--- src/hw/rtl/nap_pkg.sv ---
package nap_pkg;

   // attribute capacities in bytes
   localparam int unsigned TITLE_CAP_DEF   = 43;
   localparam int unsigned MESSAGE_CAP_DEF = 250;
   localparam int unsigned APPID_CAP_DEF   = 31;
   localparam int unsigned DATE_CAP_DEF    = 15;

   // attribute identifiers
   localparam logic [7:0] ATTR_APP_ID   = 8'd0;
   localparam logic [7:0] ATTR_TITLE    = 8'd1;
   localparam logic [7:0] ATTR_SUBTITLE = 8'd2;
   localparam logic [7:0] ATTR_MESSAGE  = 8'd3;
   localparam logic [7:0] ATTR_DATE     = 8'd5;

   // identifier of the messaging application, first character at index 0
   localparam int unsigned SMS_LEN = 19;
   localparam logic [7:0] SMS_APP_ID [SMS_LEN] = '{
      8'h63, 8'h6F, 8'h6D, 8'h2E, 8'h61, 8'h70, 8'h70, 8'h6C, 8'h65, 8'h2E,
      8'h4D, 8'h6F, 8'h62, 8'h69, 8'h6C, 8'h65, 8'h53, 8'h4D, 8'h53
   };

   // parser phase, one-hot
   typedef enum logic [4:0] {
      PH_IDLE     = 5'b00001,
      PH_UID      = 5'b00010,
      PH_ATTR_ID  = 5'b00100,
      PH_ATTR_LEN = 5'b01000,
      PH_PAYLOAD  = 5'b10000
   } nap_phase_type;

   // one stream byte
   typedef struct packed {
      logic [7:0] data_byte;
      logic       end_of_packet;
   } nap_req_type;

   // one result
   typedef struct packed {
      logic       write_valid;
      logic [7:0] attribute_id;
      logic [7:0] offset;
      logic [7:0] stored_byte;
      logic       attribute_end;
      logic       done_res;
      logic       sms_app;
      logic       overflow;
   } nap_rsp_type;

   // attribute id belongs to a stored attribute
   function automatic logic attr_known(input logic [7:0] id);
      return id inside {ATTR_APP_ID, ATTR_TITLE, ATTR_SUBTITLE, ATTR_MESSAGE, ATTR_DATE};
   endfunction

endpackage

--- src/hw/rtl/nap_in_reg.sv ---
module nap_in_reg
   import nap_pkg::*;
(
   input  logic        clock,
   input  logic        reset,
   input  logic        req_valid,
   output logic        req_stall,
   input  nap_req_type req_in,
   input  logic        out_ready,
   output logic        in_valid,
   output nap_req_type req_out
);

   logic        valid_ff, valid_in;
   nap_req_type data_ff;
   logic        load;

   // the stage refills when empty or when its request moves on
   assign load      = !valid_ff || out_ready;
   assign req_stall = !load;
   assign valid_in  = load ? req_valid : valid_ff;

   always_ff @(posedge clock) begin
      if (reset) begin
         valid_ff <= 1'b0;
      end else begin
         valid_ff <= valid_in;
      end
   end

   always_ff @(posedge clock) begin
      if (load && req_valid) begin
         data_ff <= req_in;
      end
   end

   assign in_valid = valid_ff;
   assign req_out  = data_ff;

endmodule

--- src/hw/rtl/nap_parse.sv ---
module nap_parse
   import nap_pkg::*;
#(
   parameter int unsigned TITLE_CAP   = TITLE_CAP_DEF,
   parameter int unsigned MESSAGE_CAP = MESSAGE_CAP_DEF,
   parameter int unsigned APPID_CAP   = APPID_CAP_DEF,
   parameter int unsigned DATE_CAP    = DATE_CAP_DEF
)
(
   input  logic        clock,
   input  logic        reset,
   input  logic        step_en,
   input  nap_req_type req,
   output nap_rsp_type rsp
);

   nap_phase_type phase_ff, phase_in;
   logic [1:0]    fbc_ff, fbc_in;
   logic [7:0]    cur_ff, cur_in;
   logic [15:0]   len_ff, len_in;
   logic [15:0]   rem_ff, rem_in;
   logic          match_ff, match_in;

   logic [15:0]   len_full;
   logic [15:0]   pos;
   logic [7:0]    cap;
   logic          fin;

   // capacity of the attribute being filled
   always_comb begin
      case (cur_ff)
         ATTR_APP_ID:   cap = 8'(APPID_CAP);
         ATTR_TITLE:    cap = 8'(TITLE_CAP);
         ATTR_SUBTITLE: cap = 8'(TITLE_CAP);
         ATTR_MESSAGE:  cap = 8'(MESSAGE_CAP);
         ATTR_DATE:     cap = 8'(DATE_CAP);
         default:       cap = 8'd0;
      endcase
   end

   assign len_full = {req.data_byte, len_ff[7:0]};
   assign pos      = len_ff - rem_ff;

   // next state and result for one byte
   always_comb begin
      phase_in = phase_ff;
      fbc_in   = fbc_ff;
      cur_in   = cur_ff;
      len_in   = len_ff;
      rem_in   = rem_ff;
      match_in = match_ff;
      fin      = 1'b0;
      rsp      = '0;

      case (phase_ff)
         PH_UID: begin
            fbc_in = fbc_ff + 2'd1;
            if (fbc_ff == 2'd3) begin
               phase_in = PH_ATTR_ID;
            end
         end
         PH_ATTR_ID: begin
            cur_in   = req.data_byte;
            fbc_in   = 2'd0;
            phase_in = PH_ATTR_LEN;
         end
         PH_ATTR_LEN: begin
            if (!fbc_ff[0]) begin
               len_in = {8'd0, req.data_byte};
               fbc_in = 2'd1;
            end else begin
               len_in = len_full;
               fbc_in = 2'd0;
               rem_in = len_full;
               if (cur_ff == ATTR_APP_ID) begin
                  match_in = 1'b1;
               end
               if (len_full == 16'd0) begin
                  fin = 1'b1;
               end else begin
                  phase_in = PH_PAYLOAD;
               end
            end
         end
         PH_PAYLOAD: begin
            if (rem_ff != 16'd0) begin
               if (attr_known(cur_ff)) begin
                  rsp.attribute_id = cur_ff;
                  if (pos < {8'd0, cap}) begin
                     rsp.write_valid = 1'b1;
                     rsp.offset      = pos[7:0];
                     rsp.stored_byte = req.data_byte;
                  end else begin
                     rsp.overflow = 1'b1;
                  end
               end
               if (cur_ff == ATTR_APP_ID) begin
                  if (pos >= 16'(SMS_LEN)) begin
                     match_in = 1'b0;
                  end else if (SMS_APP_ID[pos[4:0]] != req.data_byte) begin
                     match_in = 1'b0;
                  end
               end
               rem_in = rem_ff - 16'd1;
            end
            if (rem_in == 16'd0) begin
               fin = 1'b1;
            end
         end
         default: begin
            // command byte
            fbc_in   = 2'd0;
            phase_in = PH_UID;
         end
      endcase

      // close the attribute
      if (fin) begin
         rsp.attribute_end = attr_known(cur_ff);
         if (cur_ff == ATTR_APP_ID && len_in != 16'(SMS_LEN)) begin
            match_in = 1'b0;
         end
         phase_in = (cur_ff == ATTR_DATE) ? PH_IDLE : PH_ATTR_ID;
      end

      rsp.done_res = req.end_of_packet && (phase_in == PH_IDLE);
      rsp.sms_app  = rsp.done_res && match_in;
   end

   // parser state
   always_ff @(posedge clock) begin
      if (reset) begin
         phase_ff <= PH_IDLE;
         fbc_ff   <= 2'd0;
         cur_ff   <= 8'd0;
         len_ff   <= 16'd0;
         rem_ff   <= 16'd0;
         match_ff <= 1'b0;
      end else if (step_en) begin
         phase_ff <= phase_in;
         fbc_ff   <= fbc_in;
         cur_ff   <= cur_in;
         len_ff   <= len_in;
         rem_ff   <= rem_in;
         match_ff <= match_in;
      end
   end

   // last payload byte always leaves the payload phase
   assert property (@(posedge clock) disable iff (reset)
      step_en && phase_ff == PH_PAYLOAD && rem_ff == 16'd1 |=> phase_ff != PH_PAYLOAD)
      else $error("payload phase held past last byte");

   // done only when the parser has gone idle
   assert property (@(posedge clock) disable iff (reset)
      step_en && rsp.done_res |=> phase_ff == PH_IDLE)
      else $error("done raised outside idle");

   // a completed attribute leads to the next id or to idle
   assert property (@(posedge clock) disable iff (reset)
      step_en && rsp.attribute_end |=> phase_ff == PH_IDLE || phase_ff == PH_ATTR_ID)
      else $error("attribute end without phase change");

   // a byte is never both written and dropped
   assert property (@(posedge clock) disable iff (reset)
      step_en |-> !(rsp.write_valid && rsp.overflow))
      else $error("write and overflow together");

endmodule

--- src/hw/rtl/nap_out_reg.sv ---
module nap_out_reg
   import nap_pkg::*;
(
   input  logic        clock,
   input  logic        reset,
   input  logic        in_valid,
   input  nap_rsp_type rsp_in,
   output logic        out_ready,
   output logic        rsp_valid,
   input  logic        rsp_stall,
   output nap_rsp_type rsp_out
);

   logic        valid_ff, valid_in;
   nap_rsp_type data_ff;

   // result register takes a new request when empty or being drained
   assign out_ready = !valid_ff || !rsp_stall;
   assign valid_in  = out_ready ? in_valid : valid_ff;

   always_ff @(posedge clock) begin
      if (reset) begin
         valid_ff <= 1'b0;
      end else begin
         valid_ff <= valid_in;
      end
   end

   always_ff @(posedge clock) begin
      if (out_ready && in_valid) begin
         data_ff <= rsp_in;
      end
   end

   assign rsp_valid = valid_ff;
   assign rsp_out   = data_ff;

endmodule

--- src/hw/rtl/notification_attribute_parser_top.sv ---
// channel   direction  ports
// req       in         req_valid, req_stall, req_data_byte, req_end_of_packet
// rsp       out        rsp_valid, rsp_stall, rsp_write_valid .. rsp_overflow
//
// one result per request; a request can be taken every cycle while rsp_stall is low
// a request passes through the input register, then the parser logic into the result register
// synchronous active-high reset empties both registers and sets the parser idle
// rsp_stall holds the result register and, once the input register is full, req_stall
module notification_attribute_parser_top
   import nap_pkg::*;
#(
   parameter int unsigned TITLE_CAP   = TITLE_CAP_DEF,
   parameter int unsigned MESSAGE_CAP = MESSAGE_CAP_DEF,
   parameter int unsigned APPID_CAP   = APPID_CAP_DEF,
   parameter int unsigned DATE_CAP    = DATE_CAP_DEF
)
(
   input  logic       clock,
   input  logic       reset,
   input  logic       req_valid,
   output logic       req_stall,
   input  logic [7:0] req_data_byte,
   input  logic       req_end_of_packet,
   output logic       rsp_valid,
   input  logic       rsp_stall,
   output logic       rsp_write_valid,
   output logic [7:0] rsp_attribute_id,
   output logic [7:0] rsp_offset,
   output logic [7:0] rsp_stored_byte,
   output logic       rsp_attribute_end,
   output logic       rsp_done_res,
   output logic       rsp_sms_app,
   output logic       rsp_overflow
);

   nap_req_type req_in, req_q;
   nap_rsp_type rsp_c, rsp_q;
   logic        in_valid;
   logic        out_ready;

   assign req_in.data_byte     = req_data_byte;
   assign req_in.end_of_packet = req_end_of_packet;

   nap_in_reg u_in (
      .clock     (clock),
      .reset     (reset),
      .req_valid (req_valid),
      .req_stall (req_stall),
      .req_in    (req_in),
      .out_ready (out_ready),
      .in_valid  (in_valid),
      .req_out   (req_q)
   );

   nap_parse #(
      .TITLE_CAP   (TITLE_CAP),
      .MESSAGE_CAP (MESSAGE_CAP),
      .APPID_CAP   (APPID_CAP),
      .DATE_CAP    (DATE_CAP)
   ) u_parse (
      .clock   (clock),
      .reset   (reset),
      .step_en (in_valid && out_ready),
      .req     (req_q),
      .rsp     (rsp_c)
   );

   nap_out_reg u_out (
      .clock     (clock),
      .reset     (reset),
      .in_valid  (in_valid),
      .rsp_in    (rsp_c),
      .out_ready (out_ready),
      .rsp_valid (rsp_valid),
      .rsp_stall (rsp_stall),
      .rsp_out   (rsp_q)
   );

   assign rsp_write_valid   = rsp_q.write_valid;
   assign rsp_attribute_id  = rsp_q.attribute_id;
   assign rsp_offset        = rsp_q.offset;
   assign rsp_stored_byte   = rsp_q.stored_byte;
   assign rsp_attribute_end = rsp_q.attribute_end;
   assign rsp_done_res      = rsp_q.done_res;
   assign rsp_sms_app       = rsp_q.sms_app;
   assign rsp_overflow      = rsp_q.overflow;

endmodule

--- config.mk ---
export PLATFORM = sky130hd
export DESIGN_NAME = notification_attribute_parser_top
export DESIGN_NICKNAME = d
export VERILOG_FILES = /design/src/hw/rtl/nap_pkg.sv /design/src/hw/rtl/nap_in_reg.sv /design/src/hw/rtl/nap_parse.sv /design/src/hw/rtl/nap_out_reg.sv /design/src/hw/rtl/notification_attribute_parser_top.sv
export SDC_FILE = /design/constraint.sdc
export NUM_CORES = 1
export LEC_CHECK = 0
export BUFFER_PORTS_ARGS = -buffer_cell sky130_fd_sc_hd__buf_2
export CAP_MARGIN = 20
export CORE_MARGIN = 3
export CORE_UTILIZATION = 49
export DETAILED_ROUTE_END_ITERATION = 8
export GPL_ROUTABILITY_DRIVEN = 0
export PLACE_DENSITY_LB_ADDON = 0.2
export SKIP_LAST_GASP = 1
export SLEW_MARGIN = 20
export SYNTH_ARGS = -nofsm -noshare
export SYNTH_HDL_FRONTEND = slang
export SYNTH_SLANG_ARGS = --single-unit
--- constraint.sdc ---
create_clock -name clock -period 3.34 [get_ports clock]
set_clock_uncertainty 0.1 [all_clocks]
set_input_delay 0.501 -clock clock [delete_from_list [all_inputs] [get_ports clock]]
set_output_delay 0.501 -clock clock [all_outputs]
set_load 0.01 [all_outputs]
==> results by group <==
Cells and area
  – Utilization after layout: 0.6066
  – FILL cells: roughly 950
  – Area Overhead vs Synth: 19.22%
  – Proportion of layout cells with a drive suffix above 1: 0.1935
  – Footprint of the multi-input gates: between 3000 and 4000 um2
  – Register area: about 2100 um2
  – Finished Layout Cells: 874
  – ANT cells: 0
  – Fin nets: just under 800

Setup path
  – CP max-delay cell: a221oi_4
  – Worst setup EP type: flip-flop
  – Slowest stage delay, CP: 0.39 ns
  – R2r setup slk: 0.02 ns
  – CP max FO: 9
  – Worst path cell trace: inv_1 > ha_2 > a21o_1 > a221oi_4 > a211oi_2 > or3_1 > a21oi_2 > nand4b_1 > nor3_4 > buf_6 > clkbuf_16 > and3_1
  – Arrival time worst endpoint: around 3.4 ns
  – CP Class: flip-flop to flip-flop
  – Crit-path leading delay family: simple AND/OR/NAND/NOR gates
  – Worst path bufs/invs: 3
  – Critical Path Start Type: flip-flop
  – Worst EP required: 3.46 ns

Timing
  – Final worst path period need: between 3 and 4 ns
  – Final period util: 0.9928
  – Worst setup margin: 0.02415 ns
  – F_max: between 300 and 400 MHz
  – Max Slew Vio Count: 0
  – Worst-Margin Slew: roughly 0.97 ns
  – Worst rel slew slack: 0.3486
  – Setup violations, final: 0
  – Fin. Hold Viols: 0

Routing
  – Antenna-violating nets left: 0
  – # DRC: 0
  – Initial DRC Count: 794
  – DR WL/cell: around 19 um
  – Routed vias: 5463
  – Final wirelength: approximately 16000 um
  – Via/cell ratio: between 6 and 7
  – First drt pass iteration count: 7

Global route
  – Vias in the first global route: between 5000 and 6000
  – Initial antenna violation count: 0
  – Largest net degree at the start of global routing: 38
  – Tot GR Track Use: 0.2483
  – Total gr overflow: 0
  – First-pass GRT wire length: roughly 25000 um

Synth
  – Seq/Total Area, Yosys: 0.3816
  – Async SR Flop Fraction: 0
  – Post-synth cell types: 78
  – Post-synthesis adder-cell area fraction: 0.06821
  – EDFF count, synth: 38
  – Yosys warnings: 0
  – Synthesized instance count: 661
  – Yosys reg bits: 88
  – Mux contribution to synthesized area: 0.03634
  – Combinational family with the most area after synthesis: simple AND/OR/NAND/NOR gates
  – Avg Inst Size Synth: 8.492 um2
  – Simple logic cell fraction of the synthesized area: 0.2472
  – Synth Area in Compound Gates: 0.2037
  – XOR/XNOR share of the synthesized area: 0.01850
  – Predominant post-synthesis flop cell: dfxtp_1
  – Mapped Area: approximately 5600 um2

Floorplan
  – Die height: 113.0 um
  – Core region area: between 10000 and 15000 um2
  – Starting Density: 0.5088
  – Rows: 38
  – Die area: 12770 um2
  – I/O pin total: 44
  – Die width: about 110 um

CTS
  – Sink Count: 88
  – Total CTS buffers: 9
  – CTS root buffer: clkbuf_16
  – CTS Buffer Depth: 2
  – CTS tree: done
  – Clock-pin slew on the worst setup and hold paths: 0.07 ns
  – # H-tree levels: 3
  – Clock Latency Late Sink: 0.35 ns
  – Hold buffer count at CTS: 0

Min path
  – Worst min-delay path category: input port to flip-flop

Placed design
  – Place WS: -0.002704 ns
  – Placed insts: 853
  – Post-DP HPWL: between 10000 and 15000 um
  – Port bufs: between 40 and 50

Run
  – Max Cap Viol: 0

Power
  – Power, Total: around 2.3 mW
  – Pwr dens: 348.5 nW/um2
  – Peak VDD IR: about 0.00035 V
  – P_leak: between 2 and 3 nW

Run status
  – Status: completed
cell families (layout without fill, tap and decap cells):
logic type               after synthesis  in the layout
AO/OA/AOI/OAI                        179            179
multiplexers                          19             19
AND/OR/NAND/NOR                      274            274
flip-flops                            88             88
XOR/XNOR                              11             11
other                                  1              5
adder cells (fa/ha/maj)               30             30
buffers and inverters                 59            128
final timing paths:
check	from	to	cells after the start
max	u_parse.rem_ff[4]	u_out.rsp_out[15]	12
min	req_data_byte[4]	u_in.req_out[5]	1
max reg2reg	u_parse.rem_ff[4]	u_out.rsp_out[15]	12
min reg2reg	u_parse.fbc_ff[1]	u_parse.fbc_ff[1]	2
placed cells by master, fill, tap and decap left out, types with 4 or more instances in the layout:
cell type,synthesis,layout
a211oi_1,11,10
nand4b_1,4,4
and2_1,7,7
nor2b_1,7,7
buf_2,2,43
a21o_1,4,4
xnor2_1,9,8
clkbuf_16,0,11
o21ai_0,35,34
o21bai_1,4,4
nand4_1,8,8
dfxtp_1,50,48
a22oi_1,4,4
o21a_1,4,4
o211ai_1,5,5
a21oi_1,65,62
nor4_1,13,11
o22ai_1,10,10
mux2i_1,17,17
ha_1,29,25
nand2b_1,8,7
or3_1,5,5
nor2_1,70,68
nor3_1,20,20
nand3_1,18,18
nor3b_1,4,4
nand2_1,75,75
and3_1,20,20
buf_4,3,34
inv_1,29,27
edfxtp_1,38,38
conb_1,1,5
area by class of cell:
cell class | instances | share of cell area
clock buffers | 9 | 0.03366
clock inverters | 7 | 0.01290
inverters | 31 | 0.01776
multi-input cells | 518 | 0.5062
flip-flops and latches | 88 | 0.3209
well taps | 140 | 0.02618
repair buffers | 81 | 0.08246
worst register-to-register path: stages (launching register included):
cell	delay [ns]
dfxtp_1	0.31
inv_1	0.15
ha_2	0.38
a21o_1	0.29
a221oi_4	0.40
a211oi_2	0.13
or3_1	0.34
a21oi_2	0.15
nand4b_1	0.24
nor3_4	0.28
buf_6	0.14
clkbuf_16	0.13
and3_1	0.15
metal layers:
| layer | wire length [um] | global-route usage | vias to the layer above | share of wire |
|---|---|---|---|---|
| met5 | 0 | 0 | - | 0 |
| met4 | 487 | 0.09295 | 0 | 0.030 |
| met3 | 1499 | 0.06043 | 54 | 0.092 |
| met2 | 7599 | 0.4001 | 275 | 0.47 |
| met1 | 6644 | 0.3241 | 2568 | 0.41 |
| li1 | - | - | 2566 | - |
per-stage QoR:
stage	setup TNS, ns	hold slack [ns]	instance area, um2
4_1_cts	0	0.2149	6485
3_3_place_gp	0	0.3670	6171
5_1_grt	-0.3452	0.2121	6691
3_5_place_dp	-0.002704	0.3803	6171
6_report	0	0.2230	6691
2_1_floorplan	0	0.3486	5647
synthesized netlist by cell type (all sizes together), types with 4 or more instances:
library cell / n / area [um2]
dfxtp: 50 / 1001
and2: 8 / 50.05
and3: 22 / 140.1
o21bai: 4 / 30.03
nand2b: 8 / 50.05
o22ai: 10 / 62.56
nor3b: 4 / 30.03
a41oi: 4 / 42.55
buf: 8 / 51.30
clkbuf: 20 / 75.07
o21a: 4 / 30.03
inv: 31 / 118.9
nand3: 18 / 90.09
nand4: 8 / 50.05
edfxtp: 38 / 1141
nand2: 75 / 281.5
nor4: 14 / 102.6
ha: 29 / 362.9
a21o: 6 / 47.55
nor3: 21 / 116.4
nand4b: 4 / 35.03
nor2b: 7 / 43.79
nor2: 70 / 262.8
a22oi: 4 / 30.03
o211ai: 6 / 50.05
or3: 6 / 38.79
mux2i: 17 / 170.2
o21ai: 35 / 175.2
a211oi: 12 / 95.09
xnor2: 9 / 78.83
a21oi: 67 / 342.8
sequential cells by signal, indices dropped and copies added, names as in the netlist:
name and flops:
u_out.rsp_out 29, u_parse.len_ff 16, u_parse.rem_ff 16, u_in.req_out 9, u_parse.cur_ff 8, u_parse.phase_ff 5, u_parse.fbc_ff 2, u_in.in_valid 1
u_out.rsp_valid 1, u_parse.match_ff 1
where the power goes:
part	switching [mW]	total [mW]	internal, mW
sequential	0.0219	1.17	1.14
clock	0.462	1.06	0.597
combinational	0.0708	0.107	0.0366
what timing repair did:
item | 4_1_cts | 5_1_grt
setup endpoints to repair | 3 | 19
gates cloned | 0 | 2
gates resized for setup | 1 | 31
buffers inserted | 0 | 3
pin swaps | 0 | 4
Note: power is estimated with default switching activity, not from simulation.
